<file path="config.mk">
export PLATFORM = sky130hd
export DESIGN_NAME = slip_fault_monitor_unit
export DESIGN_NICKNAME = d
export VERILOG_FILES = /design/src/sfm_pkg.sv /design/src/sfm_serial_div.sv /design/src/sfm_fault_track.sv /design/src/slip_fault_monitor_unit.sv
export SDC_FILE = /design/constraint.sdc
export NUM_CORES = 2
export LEC_CHECK = 0
export BUFFER_PORTS_ARGS = -buffer_cell sky130_fd_sc_hd__buf_2
export CAP_MARGIN = 30
export CORE_MARGIN = 8
export CORE_UTILIZATION = 25
export CTS_CLUSTER_DIAMETER = 200
export DETAILED_ROUTE_END_ITERATION = 6
export PLACE_DENSITY = 0.39
export SETUP_SLACK_MARGIN = 0.3
export SLEW_MARGIN = 15
export SYNTH_ARGS = -nofsm -noshare
export SYNTH_HDL_FRONTEND = slang
export SYNTH_SLANG_ARGS = --single-unit
export TNS_END_PERCENT = 1
</file>
<file path="constraint.sdc">
create_clock -name clock -period 20.3 [get_ports clock]
set_input_delay 2.03 -clock clock [delete_from_list [all_inputs] [get_ports clock]]
set_output_delay 2.03 -clock clock [all_outputs]
set_load 0.03 [all_outputs]
</file>
<file path="src/sfm_pkg.sv">
// Shared types, constants and helper functions for the slip fault monitor.
package sfm_pkg;

   // Field widths
   localparam int RPM_W      = 16;
   localparam int FREQ_W     = 16;
   localparam int MODE_W     = 2;
   localparam int RATIO_W    = 16;
   localparam int POLE_W     = 7;
   localparam int SLIP_W     = 24;
   localparam int DELAY_W    = 16;
   localparam int ERR_W      = 2;
   localparam int CSR_IDX_W  = 3;
   localparam int CSR_DATA_W = 24;

   // Serial divider geometry: numerator = divisor bits + quotient bits
   localparam int DEN_W  = 18;
   localparam int QUO_W  = SLIP_W;
   localparam int NUM_W  = DEN_W + QUO_W;
   localparam int STEP_W = $clog2(QUO_W);

   typedef logic [NUM_W-1:0]         num_type;
   typedef logic [DEN_W-1:0]         den_type;
   typedef logic [QUO_W-1:0]         quo_type;
   typedef logic [STEP_W-1:0]        step_type;
   typedef logic signed [SLIP_W-1:0] slip_type;

   localparam slip_type SLIP_MAX = {1'b0, {(SLIP_W-1){1'b1}}};
   localparam slip_type SLIP_MIN = {1'b1, {(SLIP_W-1){1'b0}}};

   localparam step_type LAST_STEP = step_type'(QUO_W - 1);

   // Drive modes
   localparam logic [MODE_W-1:0] MODE_RAMP = 2'd1;
   localparam logic [MODE_W-1:0] MODE_RUN  = 2'd2;

   // 50 Hz in units of 1/256 Hz
   localparam logic [FREQ_W-1:0] RUN_FREQ = 16'd12800;

   // Error codes
   localparam logic [ERR_W-1:0] ERR_NONE  = 2'd0;
   localparam logic [ERR_W-1:0] ERR_ROTOR = 2'd1;
   localparam logic [ERR_W-1:0] ERR_MOTOR = 2'd2;

   // Register indexes
   localparam logic [CSR_IDX_W-1:0] CSR_WHEEL_RATIO = 3'd0;
   localparam logic [CSR_IDX_W-1:0] CSR_POLE_COUNT  = 3'd1;
   localparam logic [CSR_IDX_W-1:0] CSR_ROTOR_THR   = 3'd2;
   localparam logic [CSR_IDX_W-1:0] CSR_MOTOR_THR   = 3'd3;
   localparam logic [CSR_IDX_W-1:0] CSR_ERR_DELAY   = 3'd4;

   // Register reset values
   localparam logic [RATIO_W-1:0] RATIO_RST = 16'd256;
   localparam logic [POLE_W-1:0]  POLE_RST  = 7'd4;
   localparam slip_type           THR_RST   = 24'sd1280;
   localparam logic [DELAY_W-1:0] DELAY_RST = 16'd100;

   typedef enum logic [3:0] {
      ST_IDLE,
      ST_MUL,
      ST_DIFF,
      ST_ABS,
      ST_SCALE,
      ST_LOAD,
      ST_WAIT,
      ST_SAT,
      ST_DONE
   } state_type;

   typedef struct packed {
      logic done;
      logic overflow;
   } div_status_type;

   typedef struct packed {
      logic              rotor_fault;
      logic              motor_fault;
      logic [ERR_W-1:0]  error_code;
   } fault_type;

   // Apply sign to a magnitude quotient and clamp to the slip range.
   function automatic slip_type sat_slip(input logic neg, input logic ovf, input quo_type q);
      quo_type  negq;
      slip_type res;
      negq = ~q + 1'b1;
      if (!neg) begin
         res = (ovf || q[QUO_W-1]) ? SLIP_MAX : slip_type'(q);
      end else begin
         res = (ovf || (q[QUO_W-1] && (|q[QUO_W-2:0]))) ? SLIP_MIN : slip_type'(negq);
      end
      return res;
   endfunction

endpackage

</file>
<file path="src/sfm_serial_div.sv">
// Bit-serial restoring divider: one quotient bit per cycle, overflow flagged at load.
module sfm_serial_div (
   input  logic                   clock,
   input  logic                   reset,
   input  logic                   start,
   input  sfm_pkg::num_type       numer,
   input  sfm_pkg::den_type       denom,
   output sfm_pkg::quo_type       quotient,
   output sfm_pkg::div_status_type status
);

   sfm_pkg::den_type  rem_ff, rem_in;
   sfm_pkg::den_type  den_ff;
   sfm_pkg::quo_type  shift_ff, shift_in;
   sfm_pkg::step_type step_ff, step_in;
   logic              run_ff, run_in;
   logic              done_ff, done_in;
   logic              ovf_ff;

   logic [sfm_pkg::DEN_W:0] trial;
   logic [sfm_pkg::DEN_W:0] diff;
   logic                    fits;

   // Bring down the next numerator bit and try a subtract
   assign trial = {rem_ff, shift_ff[sfm_pkg::QUO_W-1]};
   assign diff  = trial - {1'b0, den_ff};
   assign fits  = trial >= {1'b0, den_ff};

   always_comb begin
      run_in  = run_ff;
      step_in = step_ff;
      done_in = 1'b0;
      rem_in  = rem_ff;
      shift_in = shift_ff;
      if (start) begin
         run_in   = 1'b1;
         step_in  = '0;
         rem_in   = numer[sfm_pkg::NUM_W-1 -: sfm_pkg::DEN_W];
         shift_in = numer[sfm_pkg::QUO_W-1:0];
      end else if (run_ff) begin
         rem_in   = fits ? diff[sfm_pkg::DEN_W-1:0] : trial[sfm_pkg::DEN_W-1:0];
         shift_in = {shift_ff[sfm_pkg::QUO_W-2:0], fits};
         step_in  = step_ff + 1'b1;
         if (step_ff == sfm_pkg::LAST_STEP) begin
            run_in  = 1'b0;
            done_in = 1'b1;
         end
      end
   end

   always_ff @(posedge clock) begin
      if (reset) begin
         run_ff  <= 1'b0;
         done_ff <= 1'b0;
         step_ff <= '0;
      end else begin
         run_ff  <= run_in;
         done_ff <= done_in;
         step_ff <= step_in;
      end
   end

   always_ff @(posedge clock) begin
      rem_ff   <= rem_in;
      shift_ff <= shift_in;
      if (start) begin
         den_ff <= denom;
         // Quotient needs more than QUO_W bits
         ovf_ff <= numer >= {denom, {sfm_pkg::QUO_W{1'b0}}};
      end
   end

   assign quotient        = shift_ff;
   assign status.done     = done_ff;
   assign status.overflow = ovf_ff;

endmodule

</file>
<file path="src/sfm_fault_track.sv">
// Persistence counters, sticky fault latches and last error code.
module sfm_fault_track (
   input  logic                          clock,
   input  logic                          reset,
   input  logic                          update,
   input  logic                          rotor_low,
   input  logic                          motor_low,
   input  logic [sfm_pkg::DELAY_W-1:0]   error_delay,
   output sfm_pkg::fault_type            faults
);

   logic [sfm_pkg::DELAY_W-1:0] rotor_cnt_ff, rotor_cnt_in;
   logic [sfm_pkg::DELAY_W-1:0] motor_cnt_ff, motor_cnt_in;
   logic [sfm_pkg::DELAY_W-1:0] rotor_next, motor_next;
   logic                        rotor_trip, motor_trip;
   sfm_pkg::fault_type          faults_ff, faults_in;

   always_comb begin
      rotor_next = rotor_low ? rotor_cnt_ff + 1'b1 : '0;
      motor_next = motor_low ? motor_cnt_ff + 1'b1 : '0;
      rotor_trip = rotor_next >= error_delay;
      motor_trip = motor_next >= error_delay;

      rotor_cnt_in = rotor_trip ? '0 : rotor_next;
      motor_cnt_in = motor_trip ? '0 : motor_next;

      faults_in = faults_ff;
      if (rotor_trip) begin
         faults_in.rotor_fault = 1'b1;
         if (rotor_low) begin
            faults_in.error_code = sfm_pkg::ERR_ROTOR;
         end
      end
      // Motor handled last: its code wins on the same item
      if (motor_trip) begin
         faults_in.motor_fault = 1'b1;
         if (motor_low) begin
            faults_in.error_code = sfm_pkg::ERR_MOTOR;
         end
      end
   end

   always_ff @(posedge clock) begin
      if (reset) begin
         rotor_cnt_ff <= '0;
         motor_cnt_ff <= '0;
         faults_ff    <= '{rotor_fault: 1'b0, motor_fault: 1'b0,
                           error_code: sfm_pkg::ERR_NONE};
      end else if (update) begin
         rotor_cnt_ff <= rotor_cnt_in;
         motor_cnt_ff <= motor_cnt_in;
         faults_ff    <= faults_in;
      end
   end

   assign faults = faults_ff;

endmodule

</file>
<file path="src/slip_fault_monitor_unit.sv">
// Slip fault monitor top level: sequencer, fixed-point datapath and result register.
// Four setup stages, a load state, a wait on the two 24-step serial dividers (run side by
// side), a saturate stage and a hand-over stage; the idle state takes the next item, so a
// new item is accepted only after the last one has been handed over.
// The hand-over stalls while the rsp register holds an item that is not being taken.
// Synchronous active-high reset: config to reset values, control zeroed, no result pending.
module slip_fault_monitor_unit (
   input  logic                                clock,
   input  logic                                reset,
   // Input item channel
   input  logic                                req_valid,
   output logic                                req_ready,
   input  logic [sfm_pkg::RPM_W-1:0]           req_generator_rpm,
   input  logic [sfm_pkg::RPM_W-1:0]           req_turbine_rpm,
   input  logic [sfm_pkg::MODE_W-1:0]          req_drive_mode,
   input  logic [sfm_pkg::FREQ_W-1:0]          req_ramp_frequency,
   // Result channel
   output logic                                rsp_valid,
   input  logic                                rsp_ready,
   output logic signed [sfm_pkg::SLIP_W-1:0]   rsp_rotor_pct,
   output logic signed [sfm_pkg::SLIP_W-1:0]   rsp_motor_pct,
   output logic                                rsp_slip_ok,
   output logic                                rsp_rotor_fault,
   output logic                                rsp_motor_fault,
   output logic [sfm_pkg::ERR_W-1:0]           rsp_error_code,
   // Configuration writes
   input  logic                                csr_write_en,
   input  logic [sfm_pkg::CSR_IDX_W-1:0]       csr_index,
   input  logic [sfm_pkg::CSR_DATA_W-1:0]      csr_wdata
);

   // ---------------------------------------------------------------
   // Configuration registers
   // ---------------------------------------------------------------
   logic [sfm_pkg::RATIO_W-1:0] ratio_ff;
   logic [sfm_pkg::POLE_W-1:0]  pole_ff;
   sfm_pkg::slip_type           rotor_thr_ff;
   sfm_pkg::slip_type           motor_thr_ff;
   logic [sfm_pkg::DELAY_W-1:0] delay_ff;

   always_ff @(posedge clock) begin
      if (reset) begin
         ratio_ff     <= sfm_pkg::RATIO_RST;
         pole_ff      <= sfm_pkg::POLE_RST;
         rotor_thr_ff <= sfm_pkg::THR_RST;
         motor_thr_ff <= sfm_pkg::THR_RST;
         delay_ff     <= sfm_pkg::DELAY_RST;
      end else if (csr_write_en) begin
         case (csr_index)
            sfm_pkg::CSR_WHEEL_RATIO: ratio_ff     <= csr_wdata[sfm_pkg::RATIO_W-1:0];
            sfm_pkg::CSR_POLE_COUNT:  pole_ff      <= csr_wdata[sfm_pkg::POLE_W-1:0];
            sfm_pkg::CSR_ROTOR_THR:   rotor_thr_ff <= sfm_pkg::slip_type'(csr_wdata);
            sfm_pkg::CSR_MOTOR_THR:   motor_thr_ff <= sfm_pkg::slip_type'(csr_wdata);
            sfm_pkg::CSR_ERR_DELAY:   delay_ff     <= csr_wdata[sfm_pkg::DELAY_W-1:0];
            default: ;  // drop writes to unused indexes
         endcase
      end
   end

   // ---------------------------------------------------------------
   // Sequencer
   // ---------------------------------------------------------------
   sfm_pkg::state_type      state_ff, state_in;
   sfm_pkg::div_status_type rotor_status, motor_status;
   logic                    div_start;
   logic                    out_load;
   logic                    rsp_valid_ff, rsp_valid_in;

   always_comb begin
      state_in = state_ff;
      case (state_ff)
         sfm_pkg::ST_IDLE:  if (req_valid) state_in = sfm_pkg::ST_MUL;
         sfm_pkg::ST_MUL:   state_in = sfm_pkg::ST_DIFF;
         sfm_pkg::ST_DIFF:  state_in = sfm_pkg::ST_ABS;
         sfm_pkg::ST_ABS:   state_in = sfm_pkg::ST_SCALE;
         sfm_pkg::ST_SCALE: state_in = sfm_pkg::ST_LOAD;
         sfm_pkg::ST_LOAD:  state_in = sfm_pkg::ST_WAIT;
         sfm_pkg::ST_WAIT: begin
            if (rotor_status.done && motor_status.done) state_in = sfm_pkg::ST_SAT;
         end
         sfm_pkg::ST_SAT:   state_in = sfm_pkg::ST_DONE;
         sfm_pkg::ST_DONE: begin
            if (!rsp_valid_ff || rsp_ready) state_in = sfm_pkg::ST_IDLE;
         end
         default:           state_in = sfm_pkg::ST_IDLE;
      endcase
   end

   always_comb begin
      req_ready = 1'b0;
      div_start = 1'b0;
      out_load  = 1'b0;
      case (state_ff)
         sfm_pkg::ST_IDLE: req_ready = 1'b1;
         sfm_pkg::ST_LOAD: div_start = 1'b1;
         // Hand the result over once the rsp slot is free or being emptied
         sfm_pkg::ST_DONE: out_load  = !rsp_valid_ff || rsp_ready;
         default: ;
      endcase
   end

   always_ff @(posedge clock) begin
      if (reset) begin
         state_ff <= sfm_pkg::ST_IDLE;
      end else begin
         state_ff <= state_in;
      end
   end

   // ---------------------------------------------------------------
   // Item capture and frequency selection
   // ---------------------------------------------------------------
   logic [sfm_pkg::RPM_W-1:0]  gen_ff;
   logic [sfm_pkg::RPM_W-1:0]  tur_ff;
   logic [sfm_pkg::FREQ_W-1:0] held_ff, held_in;
   logic                       req_take;

   assign req_take = req_valid && req_ready;

   always_comb begin
      held_in = held_ff;
      case (req_drive_mode)
         sfm_pkg::MODE_RAMP: held_in = req_ramp_frequency;
         sfm_pkg::MODE_RUN:  held_in = sfm_pkg::RUN_FREQ;
         default:            held_in = held_ff;  // other modes hold
      endcase
   end

   always_ff @(posedge clock) begin
      if (reset) begin
         held_ff <= '0;
      end else if (req_take) begin
         held_ff <= held_in;
      end
   end

   always_ff @(posedge clock) begin
      if (req_take) begin
         gen_ff <= req_generator_rpm;
         tur_ff <= req_turbine_rpm;
      end
   end

   // ---------------------------------------------------------------
   // Datapath: products, differences, magnitudes, scaled numerators
   // rotor: (tur*ratio - 256*gen)*100 / gen
   // motor: (256*gen*poles - 120*h)*640 / (3*h)
   // ---------------------------------------------------------------
   localparam int PROD_R_W = 2 * sfm_pkg::RPM_W;
   localparam int PROD_M_W = sfm_pkg::RPM_W + sfm_pkg::POLE_W;
   localparam int DIFF_R_W = PROD_R_W + 1;
   localparam int DIFF_M_W = PROD_M_W + 9;
   localparam int MAG_R_W  = DIFF_R_W - 1;
   localparam int MAG_M_W  = DIFF_M_W - 1;

   logic [PROD_R_W-1:0]       prod_r_ff;
   logic [PROD_M_W-1:0]       prod_m_ff;
   logic [PROD_M_W-1:0]       h120;
   logic signed [DIFF_R_W-1:0] diff_r_ff;
   logic signed [DIFF_M_W-1:0] diff_m_ff;
   logic [DIFF_R_W-1:0]       neg_diff_r;
   logic [DIFF_M_W-1:0]       neg_diff_m;
   logic [MAG_R_W-1:0]        mag_r_ff;
   logic [MAG_M_W-1:0]        mag_m_ff;
   logic                      neg_r_ff, neg_m_ff;
   sfm_pkg::num_type          num_r_ff, num_m_ff;
   sfm_pkg::den_type          den_r_ff, den_m_ff;

   // 120*h as 128*h - 8*h
   assign h120 = {held_ff, 7'b0} - {4'b0, held_ff, 3'b0};

   assign neg_diff_r = '0 - diff_r_ff;
   assign neg_diff_m = '0 - diff_m_ff;

   always_ff @(posedge clock) begin
      case (state_ff)
         sfm_pkg::ST_MUL: begin
            prod_r_ff <= {{sfm_pkg::RPM_W{1'b0}}, tur_ff} * PROD_R_W'(ratio_ff);
            prod_m_ff <= PROD_M_W'(gen_ff) * PROD_M_W'(pole_ff);
         end
         sfm_pkg::ST_DIFF: begin
            diff_r_ff <= $signed({1'b0, prod_r_ff}) - $signed({9'b0, gen_ff, 8'b0});
            diff_m_ff <= $signed({1'b0, prod_m_ff, 8'b0}) - $signed({9'b0, h120});
         end
         sfm_pkg::ST_ABS: begin
            neg_r_ff <= diff_r_ff[DIFF_R_W-1];
            neg_m_ff <= diff_m_ff[DIFF_M_W-1];
            mag_r_ff <= diff_r_ff[DIFF_R_W-1] ? neg_diff_r[MAG_R_W-1:0]
                                              : diff_r_ff[MAG_R_W-1:0];
            mag_m_ff <= diff_m_ff[DIFF_M_W-1] ? neg_diff_m[MAG_M_W-1:0]
                                              : diff_m_ff[MAG_M_W-1:0];
         end
         sfm_pkg::ST_SCALE: begin
            // x100 = 64x + 32x + 4x, x640 = 512x + 128x
            num_r_ff <= sfm_pkg::num_type'({mag_r_ff, 6'b0})
                      + sfm_pkg::num_type'({mag_r_ff, 5'b0})
                      + sfm_pkg::num_type'({mag_r_ff, 2'b0});
            num_m_ff <= sfm_pkg::num_type'({mag_m_ff, 9'b0})
                      + sfm_pkg::num_type'({mag_m_ff, 7'b0});
            den_r_ff <= sfm_pkg::den_type'(gen_ff);
            den_m_ff <= sfm_pkg::den_type'(held_ff) + sfm_pkg::den_type'({held_ff, 1'b0});
         end
         default: ;
      endcase
   end

   // ---------------------------------------------------------------
   // Serial dividers, one per slip
   // ---------------------------------------------------------------
   sfm_pkg::quo_type rotor_quo, motor_quo;

   sfm_serial_div u_rotor_div (
      .clock    (clock),
      .reset    (reset),
      .start    (div_start),
      .numer    (num_r_ff),
      .denom    (den_r_ff),
      .quotient (rotor_quo),
      .status   (rotor_status)
   );

   sfm_serial_div u_motor_div (
      .clock    (clock),
      .reset    (reset),
      .start    (div_start),
      .numer    (num_m_ff),
      .denom    (den_m_ff),
      .quotient (motor_quo),
      .status   (motor_status)
   );

   // ---------------------------------------------------------------
   // Sign, saturation and zero-divisor handling
   // ---------------------------------------------------------------
   sfm_pkg::slip_type rslip_ff, mslip_ff;

   always_ff @(posedge clock) begin
      if (state_ff == sfm_pkg::ST_SAT) begin
         // Zero speed or zero frequency reads as full positive slip
         rslip_ff <= (gen_ff == '0) ? sfm_pkg::SLIP_MAX
                   : sfm_pkg::sat_slip(neg_r_ff, rotor_status.overflow, rotor_quo);
         mslip_ff <= (held_ff == '0) ? sfm_pkg::SLIP_MAX
                   : sfm_pkg::sat_slip(neg_m_ff, motor_status.overflow, motor_quo);
      end
   end

   // ---------------------------------------------------------------
   // Threshold checks, persistence tracking and result register
   // ---------------------------------------------------------------
   logic               rotor_low, motor_low;
   logic               slip_ok_ff;
   sfm_pkg::fault_type faults;

   assign rotor_low = rslip_ff < rotor_thr_ff;
   assign motor_low = mslip_ff < motor_thr_ff;

   sfm_fault_track u_fault_track (
      .clock       (clock),
      .reset       (reset),
      .update      (out_load),
      .rotor_low   (rotor_low),
      .motor_low   (motor_low),
      .error_delay (delay_ff),
      .faults      (faults)
   );

   always_comb begin
      rsp_valid_in = rsp_valid_ff;
      if (out_load) begin
         rsp_valid_in = 1'b1;
      end else if (rsp_ready) begin
         rsp_valid_in = 1'b0;
      end
   end

   always_ff @(posedge clock) begin
      if (reset) begin
         rsp_valid_ff <= 1'b0;
      end else begin
         rsp_valid_ff <= rsp_valid_in;
      end
   end

   logic signed [sfm_pkg::SLIP_W-1:0] rsp_rslip_ff, rsp_mslip_ff;

   always_ff @(posedge clock) begin
      if (out_load) begin
         rsp_rslip_ff <= rslip_ff;
         rsp_mslip_ff <= mslip_ff;
         slip_ok_ff   <= (rslip_ff > rotor_thr_ff) && (mslip_ff > motor_thr_ff);
      end
   end

   // Fault fields come straight from the tracker; it only advances on out_load
   assign rsp_valid       = rsp_valid_ff;
   assign rsp_rotor_pct   = rsp_rslip_ff;
   assign rsp_motor_pct   = rsp_mslip_ff;
   assign rsp_slip_ok     = slip_ok_ff;
   assign rsp_rotor_fault = faults.rotor_fault;
   assign rsp_motor_fault = faults.motor_fault;
   assign rsp_error_code  = faults.error_code;

endmodule

</file>
==> metrics.csv <==
stage,metric,value,unit
timing,fin_ws,13.07,ns
timing,timing.final.max_slew_violations,0,
global_route,grt_start_max_net_pins,66,
yosys,cells_after_synth,4930,
timing,timing.final.hold_violations,0,
cells_and_area,fillCellCount,20432,
yosys,synth_top_cell_area_share,32.4,%
clock_network,tritoncts,built,
power_and_ir_drop,combinationalPowerShare,17.9,%
timing,time_the_final_worst_path_needs_with_i_o_delays_and_setup,7.23,ns
min_path,timing.hold.worst.class,flip-flop to flip-flop,
power_and_ir_drop,internal_power,2.84,mW
timing,setup_viol,0,
detailed_routing,antenna_left,0,
job,max-cap-violations,0,
floorplanning,number_of_top_level_pins,137,
clock_network,clk_path_buf_depth,3,
yosys,synth_top_family_by_area,adder cells,
detailed_routing,detailedRoute.firstPassIterationCount,5,
placed_design,placement.io_buffers,136,
detailed_routing,detail_route.wirelength,139000,µm
clock_network,clk_transition_reported_paths,0.06,ns
critical_path,crit_fanout,16,
critical_path,timing.critical_path.to_type,flip-flop,
power_and_ir_drop,p_seq_share,41.8,%
clock_network,clock-sinks,688,
yosys,share_of_synthesized_cell_area_in_and_or_nand_and_nor_gates,15.2,%
yosys,seq_cells_post_synth,688,
clock_network,clk-insertion-delay-late,0.72,ns
cells_and_area,finish.cell_count_without_fillers,7730,
critical_path,critical_path.cell_chain,nand2_1 -> fa_1 -> inv_1 -> fa_1 -> inv_1 -> fa_1 -> inv_1 -> fa_1 -> fa_1 -> inv_1 -> fa_1 -> inv_1 -> ha_1 -> and3_1 -> and3_1 -> o21a_1 -> o21ai_0 -> o311ai_0 -> a41oi_1 -> o21ai_0 -> a221oi_1 -> xnor2_1,
yosys,yosys_warnings,0,
floorplanning,placement_rows,162,
clock_network,htree_num_levels,3,
placed_design,number_of_cells_in_the_design_after_placement,7556,
global_route,globalRouteOverflowTotal,0,
timing,worst_slew_pin_tran,0.920,ns
timing,finalSetupTns,0,ns
power_and_ir_drop,switching_fraction_of_total_power,29.1,%
timing,worst_clock_skew,0.0385,ns
global_route,grt_pass1_wl,215000,µm
yosys,synth_compound_area_share,12.1,%
power_and_ir_drop,pwr-share-clk,40.3,%
yosys,dominantRegCellSynth,sky130_fd_sc_hd__edfxtp_1,
yosys,syn_nets,5741,
global_route,antenna_found_initial,6,
yosys,post_synthesis_share_of_cell_area_spent_on_xor_and_xnor_gates,4.79,%
clock_network,post_cts_resized,0,
outcome,status,completed,
floorplanning,die-area,211000,µm²
timing,slew-limit-headroom,38.6,%
detailed_routing,vias_post_dr,34897,
yosys,synth_mux_area_share,0.580,%
detailed_routing,via_per_inst,4.51,
yosys,synth-adder-area-share,23.1,%
yosys,netlist_area,49200,µm²
yosys,edff_count_synth,530,
timing,rsz0062_at_grt,no,
clock_network,numCtsBuffers,91,
power_and_ir_drop,total_leakage_power,22.6,nW
critical_path,critPathLaunchType,flip-flop,
detailed_routing,wl_per_cell,18.0,µm
timing,post-route-period-util,35.6,%
yosys,synth_top_cells_by_area,"sky130_fd_sc_hd__edfxtp_1 (32%), sky130_fd_sc_hd__fa_1 (12%), sky130_fd_sc_hd__ha_1 (11%), sky130_fd_sc_hd__dfxtp_1 (6.4%), sky130_fd_sc_hd__nand2_1 (5.2%)",
cells_and_area,share_of_final_layout_standard_cells_stronger_than_drive_strength_1,7.09,%
yosys,synth_cell_types,83,
critical_path,critical-path-slowest-cell,sky130_fd_sc_hd__edfxtp_1,
placed_design,post-dp-hpwl,107000,µm
global_route,vias_in_the_first_global_route,35413,
timing,hold_ws,0.411,ns
power_and_ir_drop,power_switching,1.17,mW
clock_network,holdBufCountCts,0,
floorplanning,die_h,459,µm
floorplanning,dieWidth,459,µm
yosys,postSynth.asyncResetShare,0,%
placed_design,routabilityCongestion,0.772,
power_and_ir_drop,power,4.01,mW
global_route,global_route.usage.total,12.9,%
critical_path,crit_path_frequent_cell,sky130_fd_sc_hd__fa_1,
timing,maxClockFrequency,138,MHz
cells_and_area,synthToLayoutAreaGrowth,13.5,%
floorplanning,initial_utilization,25.2,%
yosys,yosysSeqAreaShare,38.8,%
yosys,synth_area_leader_cell,sky130_fd_sc_hd__edfxtp_1,
power_and_ir_drop,power.ir.vdd_worst,0.0562,mV
yosys,syn-mean-instance-area,9.97,µm²
cells_and_area,multiInputGateArea,27400,µm²
critical_path,worst_ep_arrival_time,7.68,ns
floorplanning,fp.coreArea,195000,µm²
clock_network,clk_root_buffer_cell,sky130_fd_sc_hd__clkbuf_16,
clock_network,cts.repair_timing.setup_buffer_count,0,
cells_and_area,num-nets-final,5837,
detailed_routing,drc_violations_left,0,
cells_and_area,seq_area,19100,µm²
critical_path,path_class,flip-flop to flip-flop,
critical_path,slowest_delay,0.87,ns
detailed_routing,drt-initial-drc-count,1701,
placed_design,pre_cts_ws,13.09,ns
power_and_ir_drop,power_density,71.9,nW/µm²
critical_path,worst-endpoint-required,20.75,ns
[cells in the final DEF (no fill, tap or decap), types with 26 or more instances in the layout]
master / n
sky130_fd_sc_hd__and2_1: 161
sky130_fd_sc_hd__nand2b_1: 37
sky130_fd_sc_hd__a21o_1: 97
sky130_fd_sc_hd__nor3_1: 90
sky130_fd_sc_hd__a21oi_1: 299
sky130_fd_sc_hd__clkbuf_16: 96
sky130_fd_sc_hd__dfxtp_1: 158
sky130_fd_sc_hd__xnor2_1: 195
sky130_fd_sc_hd__fa_1: 297
sky130_fd_sc_hd__nor2b_1: 41
sky130_fd_sc_hd__buf_2: 136
sky130_fd_sc_hd__buf_4: 31
sky130_fd_sc_hd__nand4_1: 45
sky130_fd_sc_hd__nand2_1: 680
sky130_fd_sc_hd__inv_1: 543
sky130_fd_sc_hd__o211ai_1: 30
sky130_fd_sc_hd__nor2_1: 278
sky130_fd_sc_hd__o31ai_1: 41
sky130_fd_sc_hd__a31oi_1: 27
sky130_fd_sc_hd__or3_1: 33
sky130_fd_sc_hd__and3_1: 26
sky130_fd_sc_hd__o21ai_0: 165
sky130_fd_sc_hd__ha_1: 432
sky130_fd_sc_hd__nand3_1: 69
sky130_fd_sc_hd__xor2_1: 74
sky130_fd_sc_hd__edfxtp_1: 530
sky130_fd_sc_hd__a211oi_1: 28
sky130_fd_sc_hd__o21a_1: 48
[worst max-delay path, delay by kind of cell, from the launching register on]
kind                       cells  cell delay (ns)
buffers and inverters          5             0.25
AOI/OAI and AO/OA              6             1.72
xor gates and xnor gates       1             0.10
and+or+nand+nor                3             0.59
DFF                            1             0.87
adders and majority gates      7             3.47
[worst paths after layout]
path | depth (start not counted) | endpoint | start | slack [ns]
setup / recovery | 22 | prod_r_ff[30] | tur_ff[5] | 13.07
hold reg to reg | 0 | u_rotor_div.den_ff[15] | den_r_ff[15] | 0.41
setup reg to reg | 22 | prod_r_ff[30] | tur_ff[5] | 13.07
hold / removal | 0 | u_rotor_div.den_ff[15] | den_r_ff[15] | 0.41
[Yosys cell counts (all sizes together), types with 69 or more instances]
library cell / instances
nand3: 69
a21o: 97
nor2: 279
nand2: 681
dfxtp: 158
fa: 297
nor3: 95
o21ai: 166
xor2: 74
ha: 432
a21oi: 300
and2: 162
edfxtp: 530
inv: 545
xnor2: 195
clkbuf: 158
[cell type report]
cell class / count / share of cell area (%)
Sequential cell: 688 / 34.2
Clock buffer: 125 / 4.57
Inverter: 545 / 3.67
Timing Repair Buffer: 170 / 1.71
Clock inverter: 46 / 0.796
Tap cell: 2624 / 5.88
Multi-Input combinational cell: 3530 / 49.2
Antenna cell: 2 / 0.00897
[flip-flops by register name, indices dropped and copies added (netlist names), 28 cells and up]
| signal | flops |
|---|---|
| num_r_ff | 37 |
| mag_m_ff | 28 |
| mag_r_ff | 32 |
| prod_r_ff | 32 |
| num_m_ff | 31 |
| diff_m_ff | 29 |
| diff_r_ff | 33 |
[per-layer routing]
metal	share of wire [%]	GRT usage [%]
met1	47	17.3
met2	48	22.0
met3	3.1	1.74
met4	2.2	3.14
met5	0.0093	0
[metrics by stage]
stage / area [µm²] / util (%)
2_1_floorplan: 49200 / -
3_3_place_gp: 52800 / 27.0
3_5_place_dp: 52800 / 27.0
4_1_cts: 55800 / 28.6
5_1_grt: 55800 / 28.6
6_report: 55800 / 28.6
[power groups by stage]
stage | logic [mW] | registers, mW | clock network [mW]
after global routing | 0.816 | 1.68 | 1.73
after detailed placement | 0.728 | 1.71 | 0
final | 0.717 | 1.68 | 1.62
after floorplan | 0.544 | 1.66 | 0
after global placement | 0.728 | 1.71 | 0
after CTS | 0.734 | 1.68 | 1.69
[cell families after synthesis]
| logic type | after synthesis |
|---|---|
| compound gates | 921 |
| mux | 28 |
| simple gates | 1583 |
| fa+ha+maj | 729 |
| xor+xnor | 269 |
| flops | 688 |
| buf+inv | 712 |
(Power assumes the default switching activity.)
